### src/sccb_pkg.sv
// Package for the SCCB register access master: payload structs, bus element
// codes, sequence constants and small helper functions. No dependencies.

package sccb_pkg;

  localparam int unsigned DEV_ADDR_W = 7;
  localparam logic [DEV_ADDR_W-1:0] DEV_ADDR_RESET = 7'd33;

  // Sequence step codes
  localparam logic [5:0] STEP_IDLE  = 6'd0;
  localparam logic [5:0] STEP_FIRST = 6'd1;
  localparam logic [5:0] STEP_ABORT = 6'd63;
  localparam logic [5:0] WRITE_LEN  = 6'd7;
  localparam logic [5:0] READ_LEN   = 6'd12;

  // Tick positions inside a sent byte
  localparam logic [4:0] SEND_BITS_END = 5'd24;
  localparam logic [4:0] SEND_RELEASE  = 5'd25;
  localparam logic [4:0] SEND_ACK      = 5'd26;
  localparam logic [4:0] SEND_LAST     = 5'd27;
  // Last tick of a received byte
  localparam logic [4:0] RECV_LAST     = 5'd24;

  // Status codes
  localparam logic [1:0] STATUS_OK        = 2'd0;
  localparam logic [1:0] STATUS_NACK_DEV  = 2'd1;
  localparam logic [1:0] STATUS_NACK_REG  = 2'd2;
  localparam logic [1:0] STATUS_NACK_DATA = 2'd3;

  typedef enum logic [3:0] {
    EL_START,
    EL_DEV,
    EL_REG,
    EL_DAT,
    EL_RDDEV,
    EL_GAP,
    EL_STOP,
    EL_RBYTE,
    EL_NACK
  } element_t;

  typedef struct packed {
    logic       start_req;
    logic       kind;
    logic [7:0] reg_addr;
    logic [7:0] reg_data;
    logic       sda_in;
  } cmd_t;

  typedef struct packed {
    logic       scl;
    logic       sda_out;
    logic       sda_drive;
    logic       busy_res;
    logic       done_res;
    logic [1:0] status;
    logic [7:0] read_data;
  } res_t;

  // Bus element played at a given step of a write or read sequence
  function automatic element_t prog_elem(input logic is_read, input logic [5:0] step);
    element_t el;
    el = EL_STOP;
    if (is_read) begin
      unique case (step)
        6'd1:    el = EL_START;
        6'd2:    el = EL_DEV;
        6'd3:    el = EL_GAP;
        6'd4:    el = EL_REG;
        6'd5:    el = EL_STOP;
        6'd6:    el = EL_GAP;
        6'd7:    el = EL_START;
        6'd8:    el = EL_RDDEV;
        6'd9:    el = EL_GAP;
        6'd10:   el = EL_RBYTE;
        6'd11:   el = EL_NACK;
        default: el = EL_STOP;
      endcase
    end else begin
      unique case (step)
        6'd1:    el = EL_START;
        6'd2:    el = EL_DEV;
        6'd3:    el = EL_GAP;
        6'd4:    el = EL_REG;
        6'd5:    el = EL_GAP;
        6'd6:    el = EL_DAT;
        default: el = EL_STOP;
      endcase
    end
    return el;
  endfunction

  // Remainder by three of a 5-bit value: quotient by reciprocal 11/32
  function automatic logic [1:0] mod3(input logic [4:0] v);
    logic [8:0] prod;
    logic [4:0] quot;
    logic [4:0] rem;
    prod = {4'b0, v} * 9'd11;
    quot = {1'b0, prod[8:5]};
    rem  = v - 5'(quot * 5'd3);
    return rem[1:0];
  endfunction

endpackage

### src/sccb_in_if.sv
// Input channel of the SCCB master: one bus tick with its command fields.
// Depends on nothing.

interface sccb_in_if;
  logic       valid;
  logic       ready;
  logic       start_req;
  logic       kind;
  logic [7:0] reg_addr;
  logic [7:0] reg_data;
  logic       sda_in;

  modport source (output valid, start_req, kind, reg_addr, reg_data, sda_in, input ready);
  modport sink (input valid, start_req, kind, reg_addr, reg_data, sda_in, output ready);
endinterface

### src/sccb_out_if.sv
// Output channel of the SCCB master: line levels and status of one tick.
// Depends on nothing.

interface sccb_out_if;
  logic       valid;
  logic       ready;
  logic       scl;
  logic       sda_out;
  logic       sda_drive;
  logic       busy_res;
  logic       done_res;
  logic [1:0] status;
  logic [7:0] read_data;

  modport source (output valid, scl, sda_out, sda_drive, busy_res, done_res, status,
                  read_data, input ready);
  modport sink (input valid, scl, sda_out, sda_drive, busy_res, done_res, status,
                read_data, output ready);
endinterface

### src/sccb_engine.sv
// Bus sequencer of the SCCB master: holds the transaction state and works out
// one tick per advance. Depends on sccb_pkg.

module sccb_engine (
  input  logic                          clk,
  input  logic                          rst,
  input  logic                          adv,
  input  sccb_pkg::cmd_t                cmd,
  input  logic [sccb_pkg::DEV_ADDR_W-1:0] dev_addr,
  output sccb_pkg::res_t                res
);

  logic [5:0] step, step_next;
  logic [4:0] tick, tick_next;
  logic [7:0] shift_byte, shift_next;
  logic       op_is_read, op_next;
  logic [7:0] held_reg, held_reg_next;
  logic [7:0] held_data, held_data_next;
  logic [1:0] status, status_next;
  logic [7:0] rx_byte, rx_next;
  logic       clk_level, clk_level_next;
  logic       dat_level, dat_level_next;

  always_comb begin
    sccb_pkg::element_t el;
    logic       drive;
    logic       busy;
    logic       done;
    logic       last;
    logic       is_send;
    logic [5:0] plen;
    logic [1:0] ph;

    step_next      = step;
    tick_next      = tick;
    shift_next     = shift_byte;
    op_next        = op_is_read;
    held_reg_next  = held_reg;
    held_data_next = held_data;
    status_next    = status;
    rx_next        = rx_byte;
    clk_level_next = clk_level;
    dat_level_next = dat_level;
    drive   = 1'b1;
    busy    = 1'b0;
    done    = 1'b0;
    last    = 1'b0;
    is_send = 1'b0;
    el      = sccb_pkg::EL_GAP;
    plen    = sccb_pkg::WRITE_LEN;
    ph      = 2'd0;

    // Take a command on an idle tick and start on that same tick
    if (step == sccb_pkg::STEP_IDLE && cmd.start_req) begin
      op_next        = cmd.kind;
      held_reg_next  = cmd.reg_addr;
      held_data_next = cmd.reg_data;
      status_next    = sccb_pkg::STATUS_OK;
      step_next      = sccb_pkg::STEP_FIRST;
      tick_next      = 5'd0;
    end

    if (step_next != sccb_pkg::STEP_IDLE) begin
      busy = 1'b1;
      plen = op_next ? sccb_pkg::READ_LEN : sccb_pkg::WRITE_LEN;
      el   = sccb_pkg::prog_elem(op_next, step_next);

      unique case (el) inside
        sccb_pkg::EL_START: begin
          unique case (tick_next)
            5'd0:    dat_level_next = 1'b1;
            5'd1:    clk_level_next = 1'b1;
            5'd2:    dat_level_next = 1'b0;
            default: begin
              clk_level_next = 1'b0;
              last = 1'b1;
            end
          endcase
        end
        sccb_pkg::EL_DEV, sccb_pkg::EL_REG, sccb_pkg::EL_DAT, sccb_pkg::EL_RDDEV: begin
          is_send = 1'b1;
          if (tick_next == 5'd0) begin
            unique case (el) inside
              sccb_pkg::EL_DEV: shift_next = {dev_addr, 1'b0};
              sccb_pkg::EL_REG: shift_next = held_reg_next;
              sccb_pkg::EL_DAT: shift_next = held_data_next;
              default:          shift_next = {dev_addr, 1'b1};
            endcase
          end
          if (tick_next < sccb_pkg::SEND_BITS_END) begin
            ph = sccb_pkg::mod3(tick_next);
            case (ph)
              2'd0:    dat_level_next = shift_next[7];
              2'd1:    clk_level_next = 1'b1;
              default: begin
                clk_level_next = 1'b0;
                shift_next     = {shift_next[6:0], 1'b0};
              end
            endcase
          end else if (tick_next == sccb_pkg::SEND_RELEASE) begin
            drive = 1'b0;
          end else if (tick_next == sccb_pkg::SEND_ACK) begin
            drive          = 1'b0;
            clk_level_next = 1'b1;
            // Line high on the ACK clock: record which byte went unanswered
            if (cmd.sda_in) begin
              unique case (el) inside
                sccb_pkg::EL_DEV: status_next = sccb_pkg::STATUS_NACK_DEV;
                sccb_pkg::EL_REG: status_next = sccb_pkg::STATUS_NACK_REG;
                default:          status_next = sccb_pkg::STATUS_NACK_DATA;
              endcase
            end
          end else if (tick_next >= sccb_pkg::SEND_LAST) begin
            drive          = 1'b0;
            clk_level_next = 1'b0;
            last           = 1'b1;
          end
        end
        sccb_pkg::EL_GAP: last = 1'b1;
        sccb_pkg::EL_STOP: begin
          unique case (tick_next)
            5'd0:    dat_level_next = 1'b0;
            5'd1:    clk_level_next = 1'b1;
            default: begin
              dat_level_next = 1'b1;
              last = 1'b1;
            end
          endcase
        end
        sccb_pkg::EL_RBYTE: begin
          drive = 1'b0;
          if (tick_next == 5'd0) begin
            shift_next = 8'd0;
          end else begin
            ph = sccb_pkg::mod3(tick_next - 5'd1);
            case (ph)
              2'd1: begin
                clk_level_next = 1'b1;
                shift_next     = {shift_next[6:0], cmd.sda_in};
              end
              2'd2:    clk_level_next = 1'b0;
              default: ;
            endcase
            if (tick_next >= sccb_pkg::RECV_LAST) begin
              rx_next = shift_next;
              last    = 1'b1;
            end
          end
        end
        default: begin
          unique case (tick_next)
            5'd0:    dat_level_next = 1'b1;
            5'd1:    clk_level_next = 1'b1;
            5'd2:    clk_level_next = 1'b0;
            default: begin
              dat_level_next = 1'b0;
              last = 1'b1;
            end
          endcase
        end
      endcase

      if (last) begin
        tick_next = 5'd0;
        if (step_next == sccb_pkg::STEP_ABORT || step_next >= plen) begin
          done      = 1'b1;
          step_next = sccb_pkg::STEP_IDLE;
        end else if (is_send && status_next != sccb_pkg::STATUS_OK) begin
          step_next = sccb_pkg::STEP_ABORT;
        end else begin
          step_next = step_next + 6'd1;
        end
      end else begin
        tick_next = tick_next + 5'd1;
      end
    end

    res.scl       = clk_level_next;
    res.sda_out   = dat_level_next;
    res.sda_drive = drive;
    res.busy_res  = busy;
    res.done_res  = done;
    res.status    = status_next;
    res.read_data = rx_next;
  end

  always_ff @(posedge clk) begin
    if (rst) begin
      step       <= sccb_pkg::STEP_IDLE;
      tick       <= 5'd0;
      op_is_read <= 1'b0;
      status     <= sccb_pkg::STATUS_OK;
      rx_byte    <= 8'd0;
      clk_level  <= 1'b1;
      dat_level  <= 1'b1;
    end else if (adv) begin
      step       <= step_next;
      tick       <= tick_next;
      op_is_read <= op_next;
      status     <= status_next;
      rx_byte    <= rx_next;
      clk_level  <= clk_level_next;
      dat_level  <= dat_level_next;
    end
  end

  always_ff @(posedge clk) begin
    if (adv) begin
      shift_byte <= shift_next;
      held_reg   <= held_reg_next;
      held_data  <= held_data_next;
    end
  end

  a_done_is_busy: assert property (@(posedge clk) disable iff (rst)
    (adv && res.done_res) |-> res.busy_res)
    else $error("done raised outside a transaction");

  a_done_to_idle: assert property (@(posedge clk) disable iff (rst)
    (adv && res.done_res) |=> (step == sccb_pkg::STEP_IDLE))
    else $error("sequencer not idle after finishing");

  a_idle_drives: assert property (@(posedge clk) disable iff (rst)
    (adv && step == sccb_pkg::STEP_IDLE && !cmd.start_req) |->
      (res.sda_drive && !res.busy_res && step_next == sccb_pkg::STEP_IDLE))
    else $error("idle tick released the line or reported busy");

  a_tick_range: assert property (@(posedge clk) disable iff (rst)
    tick <= sccb_pkg::SEND_LAST)
    else $error("tick counter ran past the longest element");

  a_idle_tick_zero: assert property (@(posedge clk) disable iff (rst)
    (step == sccb_pkg::STEP_IDLE) |-> (tick == 5'd0))
    else $error("tick counter not cleared while idle");

endmodule

### src/sccb_register_access_master_top.sv
// SCCB register access master. Each input transfer is one bus tick: the
// sampled data line plus, on an idle tick, an optional register write or
// read command; each tick yields one output transfer with the clock and data
// line levels, the data drive enable, busy, done, status and the last read
// byte. One tick is taken every clock cycle unless the output stalls; the
// result passes the input register, then the result register, as the whole
// bus sequencer step is worked out combinationally. Output stalls back up
// into the input. The device address is written through cfg_we/cfg_wdata;
// the user must write it only while no transaction runs (not enforced by the
// block). Depends on sccb_pkg, sccb_in_if, sccb_out_if and sccb_engine.

module sccb_register_access_master_top (
  input  logic                            clk,
  input  logic                            rst,
  input  logic                            cfg_we,
  input  logic [sccb_pkg::DEV_ADDR_W-1:0] cfg_wdata,
  sccb_in_if.sink                         in_ch,
  sccb_out_if.source                      out_ch
);

  logic [sccb_pkg::DEV_ADDR_W-1:0] dev_addr;
  logic           in_valid;
  sccb_pkg::cmd_t in_cmd;
  logic           res_valid;
  sccb_pkg::res_t res_reg;
  sccb_pkg::res_t res_comb;
  logic           adv;

  assign adv         = in_valid && (!res_valid || out_ch.ready);
  assign in_ch.ready = !in_valid || !res_valid || out_ch.ready;

  always_ff @(posedge clk) begin
    if (rst) begin
      dev_addr <= sccb_pkg::DEV_ADDR_RESET;
    end else if (cfg_we) begin
      dev_addr <= cfg_wdata;
    end
  end

  // Input register: hold a tick until the sequencer can take it
  always_ff @(posedge clk) begin
    if (rst) begin
      in_valid <= 1'b0;
    end else if (in_ch.valid && in_ch.ready) begin
      in_valid <= 1'b1;
    end else if (adv) begin
      in_valid <= 1'b0;
    end
  end

  always_ff @(posedge clk) begin
    if (in_ch.valid && in_ch.ready) begin
      in_cmd.start_req <= in_ch.start_req;
      in_cmd.kind      <= in_ch.kind;
      in_cmd.reg_addr  <= in_ch.reg_addr;
      in_cmd.reg_data  <= in_ch.reg_data;
      in_cmd.sda_in    <= in_ch.sda_in;
    end
  end

  sccb_engine u_engine (
    .clk      (clk),
    .rst      (rst),
    .adv      (adv),
    .cmd      (in_cmd),
    .dev_addr (dev_addr),
    .res      (res_comb)
  );

  // Result register: drop the valid once the transfer is taken
  always_ff @(posedge clk) begin
    if (rst) begin
      res_valid <= 1'b0;
    end else if (adv) begin
      res_valid <= 1'b1;
    end else if (out_ch.ready) begin
      res_valid <= 1'b0;
    end
  end

  always_ff @(posedge clk) begin
    if (adv) begin
      res_reg <= res_comb;
    end
  end

  assign out_ch.valid     = res_valid;
  assign out_ch.scl       = res_reg.scl;
  assign out_ch.sda_out   = res_reg.sda_out;
  assign out_ch.sda_drive = res_reg.sda_drive;
  assign out_ch.busy_res  = res_reg.busy_res;
  assign out_ch.done_res  = res_reg.done_res;
  assign out_ch.status    = res_reg.status;
  assign out_ch.read_data = res_reg.read_data;

endmodule
### src/flat_wrapper.sv
// flat-port wrapper written by rule: the top's interface ports become plain ports
module sccb_register_access_master_top_flat 
  (clk, rst, cfg_we, cfg_wdata, in_ch_valid, in_ch_start_req, in_ch_kind, in_ch_reg_addr, in_ch_reg_data, in_ch_sda_in, in_ch_ready, out_ch_valid, out_ch_scl, out_ch_sda_out, out_ch_sda_drive, out_ch_busy_res, out_ch_done_res, out_ch_status, out_ch_read_data, out_ch_ready);
  sccb_in_if in_ch_i ();
  sccb_out_if out_ch_i ();
  input  logic clk;
  input  logic rst;
  input  logic cfg_we;
  input  logic [sccb_pkg::DEV_ADDR_W-1:0] cfg_wdata;
  input wire logic [$bits(in_ch_i.valid)-1:0] in_ch_valid;
  input wire logic [$bits(in_ch_i.start_req)-1:0] in_ch_start_req;
  input wire logic [$bits(in_ch_i.kind)-1:0] in_ch_kind;
  input wire logic [$bits(in_ch_i.reg_addr)-1:0] in_ch_reg_addr;
  input wire logic [$bits(in_ch_i.reg_data)-1:0] in_ch_reg_data;
  input wire logic [$bits(in_ch_i.sda_in)-1:0] in_ch_sda_in;
  output wire logic [$bits(in_ch_i.ready)-1:0] in_ch_ready;
  output wire logic [$bits(out_ch_i.valid)-1:0] out_ch_valid;
  output wire logic [$bits(out_ch_i.scl)-1:0] out_ch_scl;
  output wire logic [$bits(out_ch_i.sda_out)-1:0] out_ch_sda_out;
  output wire logic [$bits(out_ch_i.sda_drive)-1:0] out_ch_sda_drive;
  output wire logic [$bits(out_ch_i.busy_res)-1:0] out_ch_busy_res;
  output wire logic [$bits(out_ch_i.done_res)-1:0] out_ch_done_res;
  output wire logic [$bits(out_ch_i.status)-1:0] out_ch_status;
  output wire logic [$bits(out_ch_i.read_data)-1:0] out_ch_read_data;
  input wire logic [$bits(out_ch_i.ready)-1:0] out_ch_ready;
  assign in_ch_i.valid = in_ch_valid;
  assign in_ch_i.start_req = in_ch_start_req;
  assign in_ch_i.kind = in_ch_kind;
  assign in_ch_i.reg_addr = in_ch_reg_addr;
  assign in_ch_i.reg_data = in_ch_reg_data;
  assign in_ch_i.sda_in = in_ch_sda_in;
  assign in_ch_ready = in_ch_i.ready;
  assign out_ch_valid = out_ch_i.valid;
  assign out_ch_scl = out_ch_i.scl;
  assign out_ch_sda_out = out_ch_i.sda_out;
  assign out_ch_sda_drive = out_ch_i.sda_drive;
  assign out_ch_busy_res = out_ch_i.busy_res;
  assign out_ch_done_res = out_ch_i.done_res;
  assign out_ch_status = out_ch_i.status;
  assign out_ch_read_data = out_ch_i.read_data;
  assign out_ch_i.ready = out_ch_ready;
  sccb_register_access_master_top u_core (.clk(clk), .rst(rst), .cfg_we(cfg_we), .cfg_wdata(cfg_wdata), .in_ch(in_ch_i), .out_ch(out_ch_i));
endmodule
### config.mk
export PLATFORM = sky130hd
export DESIGN_NAME = sccb_register_access_master_top_flat
export DESIGN_NICKNAME = d
export VERILOG_FILES = /design/src/sccb_pkg.sv /design/src/sccb_in_if.sv /design/src/sccb_out_if.sv /design/src/sccb_engine.sv /design/src/sccb_register_access_master_top.sv /design/src/flat_wrapper.sv
export SDC_FILE = /design/constraint.sdc
export NUM_CORES = 1
export LEC_CHECK = 0
export ABC_AREA = 1
export BUFFER_PORTS_ARGS = -buffer_cell sky130_fd_sc_hd__buf_4
export CORE_ASPECT_RATIO = 0.8
export CORE_MARGIN = 2
export CORE_UTILIZATION = 30
export DETAILED_ROUTE_END_ITERATION = 12
export GPL_TIMING_DRIVEN = 1
export HOLD_SLACK_MARGIN = 0.05
export PLACE_DENSITY = 0.51
export SLEW_MARGIN = 20
export SYNTH_ARGS = -nofsm -noshare
export SYNTH_HDL_FRONTEND = slang
export SYNTH_HIERARCHICAL = 1
export SYNTH_SLANG_ARGS = --single-unit
### constraint.sdc
create_clock -name clk -period 4.8 [get_ports clk]
set_input_delay 0.72 -clock clk [delete_from_list [all_inputs] [get_ports clk]]
set_output_delay 0.72 -clock clk [all_outputs]
set_load 0.03 [all_outputs]
==> results by stage <==
Pwr:
- The power per cell area is 405 nW/µm².
- The switching power share of the total is 38.4%.
- The internal power summed over all cells is 1.74 mW.
- In this run the power spent charging and discharging nets is 1.09 mW.
- The fraction of power consumed by the clock network is 25.6%.
- The maximum vdd ir drop is 0.190 mV.
- For this design the static power due to leakage is 3.20 nW.
- The combinational share of power is 41.7%.
- The fraction of power consumed by sequential logic is 32.7%.

Worst setup path:
- The startpoint type of the worst setup path is a flip-flop.
- The critical path required time is 4880 ps.
- The worst reg2reg path startpoint is u_core/u_engine/step[3].
- In this run the worst setup path begins at u_core/u_engine/step[3].
- The largest individual stage delay along the critical path comes from the cell fa_1.
- The cell repeated most along the worst path is inv_2.
- Broken down by cell family, the worst path's largest delay share belongs to simple AND/OR/NAND/NOR gates.
- The combined buffer and inverter count along the critical path is 6.
- The stage delay of the slowest cell on the critical path is 550 ps.
- The element type at the critical path end is a flip-flop.
- The worst setup path category is reg -> reg.
- For the worst setup path, the data arrival time is 4740 ps.
- The maximum fanout encountered on the critical timing path is 5.

Route:
- After detailed routing, the average wire length per cell comes to 14.6 µm.
- The length of routed met2 wiring is 5730 µm.
- The DRC marker count from the first detailed-route iteration is 374.
- The highest layer touched by signal routing is met4.
- The wire length on met3 is 725 µm.
- Using the TritonRoute via totals, the vias-per-cell ratio works out to 4.79.
- The number of vias in the routed layout is 4826.
- In the final routing, the length of wire on met1 measures 8170 µm.
- The routed wire length is 14700 µm.
- The detailed-routing iteration count for the pre-antenna-repair pass is 4.
- In the routed design, unresolved DRC markers number 0.
- The post-route antenna net violation count is 0.

Clock network:
- The H-tree generated during clock tree synthesis spans 3 levels.
- The later pin in the worst-skew pair is clocked with a latency of 340 ps.
- In this run, post-CTS hold repair placed 0 buffers.
- TritonCTS built the clock tree.
- The tree built by TritonCTS fans out to 91 sinks.
- The tree is rooted in a clkbuf_16.
- Clock-pin slew was measured on the worst setup and hold paths at 70 ps.
- The number of clock buffers added by TritonCTS is 9.
- No sink is reached through more buffers than the 2 on the longest clock path.

STA:
- Setup repair after global routing could not meet its margin everywhere.
- Across all hold checks on the routed design, the worst slack comes to 468 ps.
- The worst slew margin relative to its limit is 51.6%.
- Static timing analysis puts the maximum clock frequency at 0.214 GHz.
- The number of hold violations in the final report is 0.
- The number of pins exceeding their max-slew limit in the final report is 0.
- Clock skew on the completed layout was measured at 10.1 ps.
- The minimum clock period is 4660 ps.
- Setup slack closes at 137 ps.
- At the pin with the least slew margin, the transition time is 726 ps.
- Setup violations remaining at the end of the flow were counted as 0.
- The total negative slack is 0 ps.
- The share of the clock period used by the worst path is 97.2%.

GRT:
- Global routing consumed, over all layers together, 15.5% of the routing resources.
- After global routing the overflow that remains totals 0.
- The number of antenna violations at the first check in global routing came to 0.
- The pin count of the biggest net entering global routing is 48.
- The number of global-route vias before repair is 4503.
- The first global-routing pass estimated 23900 µm of wire.

Cells and area:
- The flip-flop count of the largest register after layout is 19.
- 0 antenna diodes ended up in the layout.
- The top cell types in the final layout, fill and taps aside, are nand2_1, buf_4, inv_1.
- For this run, the share of the core covered by cells in the final layout is 38.4%.
- The net count of the finished layout is 836.
- Leaving out fill and tap cells, the most frequent cell in the layout is nand2_1.
- From synthesis to final layout, the design area changed by 25.2%.
- The fraction of final layout cells sized beyond drive strength 1 is 24.4%.
- The register ranked first by flip-flop count is u_core/in_cmd.

Place:
- The wire-length estimate of the detail-placed layout is 10900 µm.
- The worst-case setup slack after placement is 21.1 ps.
- Input and output buffers added on the ports amount to 47.
- The final weighted congestion in routability-driven placement is 0.839.

Logic synthesis:
- In this run, synthesis inferred 58 flip-flops with an integrated enable.
- For this run, the register share of the synthesized area comes to 43.1%.
- The mean instance size in the synthesized netlist is 8.06 µm².
- The dominant synthesized flop cell is edfxtp_1.
- The number of warnings issued by yosys is 6.
- The synthesized cell area is 5580 µm².
- In the synthesized netlist, the number of instances is 692.
- Synthesis instantiated 46 different standard cells from the library.
- When the netlist entered floorplanning its net count stood at 755.
- The number of synthesized register bits is 91.
- In the synthesized netlist the async set-or-reset flop fraction comes to 0%.

Die:
- The floorplan step defined a core boundary enclosing 18200 µm².
- The top-level I/O count is 48.
- The die covers 19700 µm².
- Measured along the y axis, the die boundary spans 126 µm.
- The floorplan has 44 rows.
- The effective utilization at floorplan is 30.7%.
- The die is 156 µm wide.

Hold path:
- The startpoint identified for the worst hold timing path is u_core/dev_addr[5].
- The worst hold path belongs to the class reg -> reg.

Run:
- The count of max-cap constraint violations is 0.

Outcome:
- The flow ran to the end, and the final reports show no timing, DRC or antenna violations.
-- per-stage QoR --
| stage | cells | area (µm²) | power, mW |
|---|---|---|---|
| 6_report | 1008 | 6980 | 2.83 |
| 3_3_place_gp | 983 | 6450 | 2.01 |
| 3_5_place_dp | 983 | 6450 | 2.02 |
| 2_1_floorplan | 692 | 5650 | 1.69 |
| 4_1_cts | 999 | 6750 | 2.75 |
| 5_1_grt | 1008 | 6980 | 3.03 |
-- logic make-up after synthesis --
kind of cell / share of synthesized area, %
multiplexers: 0.180
AO/OA/AOI/OAI: 12.5
XOR/XNOR: 2.67
adder cells (fa/ha/maj): 7.45
flip-flops: 43.1
buffers and inverters: 8.21
AND/OR/NAND/NOR: 25.9
-- power groups by stage --
| stage | combinational (mW) | sequential [mW] | clock, mW |
|---|---|---|---|
| floorplan | 0.738 | 0.957 | 0 |
| global placement | 1.07 | 0.944 | 0 |
| detailed placement | 1.08 | 0.943 | 0 |
| CTS | 1.09 | 0.926 | 0.741 |
| global route | 1.32 | 0.931 | 0.774 |
| finish | 1.18 | 0.926 | 0.724 |
-- layer usage --
layer	GRT usage (%)	up-vias
li1	-	2460
met1	24.9	2252
met2	21.3	108
met3	3.17	6
met4	2.59	0
met5	0	-
-- path summary, 6_finish.rpt --
check | endpoint | slack [ps] | cells past startpoint
setup / recovery | u_core/out_ch.scl | 140 | 31
setup reg to reg | u_core/out_ch.scl | 140 | 31
hold reg to reg | u_core/dev_addr[5] | 470 | 2
hold / removal | u_core/dev_addr[5] | 470 | 2
-- cell usage after synthesis, types with 2 or more instances --
| cell | n | area share [%] |
|---|---|---|
| nand2_1 | 190 | 13 |
| inv_1 | 82 | 5.5 |
| edfxtp_1 | 58 | 31 |
| a21oi_1 | 49 | 4.4 |
| nor2_1 | 45 | 3.0 |
| nand3_1 | 34 | 3.1 |
| dfxtp_1 | 33 | 12 |
| ha_1 | 30 | 6.7 |
| o21ai_0 | 28 | 2.5 |
| inv_2 | 14 | 0.94 |
| clkbuf_1 | 12 | 0.81 |
| o21ai_1 | 11 | 0.99 |
| nand2_2 | 10 | 1.1 |
| xnor2_1 | 9 | 1.4 |
| xor2_1 | 8 | 1.3 |
| nor3_1 | 7 | 0.63 |
| a22oi_1 | 6 | 0.81 |
| nand2_4 | 6 | 1.2 |
| nand4_1 | 6 | 0.67 |
| o221ai_1 | 6 | 0.94 |
| nor2_2 | 5 | 0.56 |
| nor2_4 | 4 | 0.81 |
| o211ai_1 | 4 | 0.54 |
| buf_2 | 3 | 0.27 |
| buf_4 | 3 | 0.40 |
| nor2_8 | 3 | 1.1 |
| a31oi_1 | 2 | 0.22 |
| fa_1 | 2 | 0.72 |
| o2111ai_1 | 2 | 0.31 |
| o21ai_2 | 2 | 0.31 |
| o31ai_1 | 2 | 0.27 |
| or2_2 | 2 | 0.22 |
-- timing repair --
item	CTS	global route
pin swaps	0	17
setup buffers	0	9
resized for setup	1	31
endpoints found under the setup margin	1	26
-- worst register-to-register path, delay by kind of cell, from the launching register on --
family | cells | cell delay (ps)
DFF | 1 | 360
buffers and inverters | 6 | 430
adders and majority gates | 4 | 1170
xor gates and xnor gates | 4 | 670
and+or+nand+nor | 13 | 1320
AOI/OAI and AO/OA | 4 | 410
-- cell type report --
class | instances | area, µm²
clock buffers | 10 | 229
clock inverters | 6 | 71.3
fillers | 1925 | 11200
inverters | 97 | 369
multi-input cells | 485 | 2930
flip-flops and latches | 91 | 2410
well taps | 230 | 288
repair buffers | 89 | 684
No activity file was read; power rests on OpenSTA's default activity.
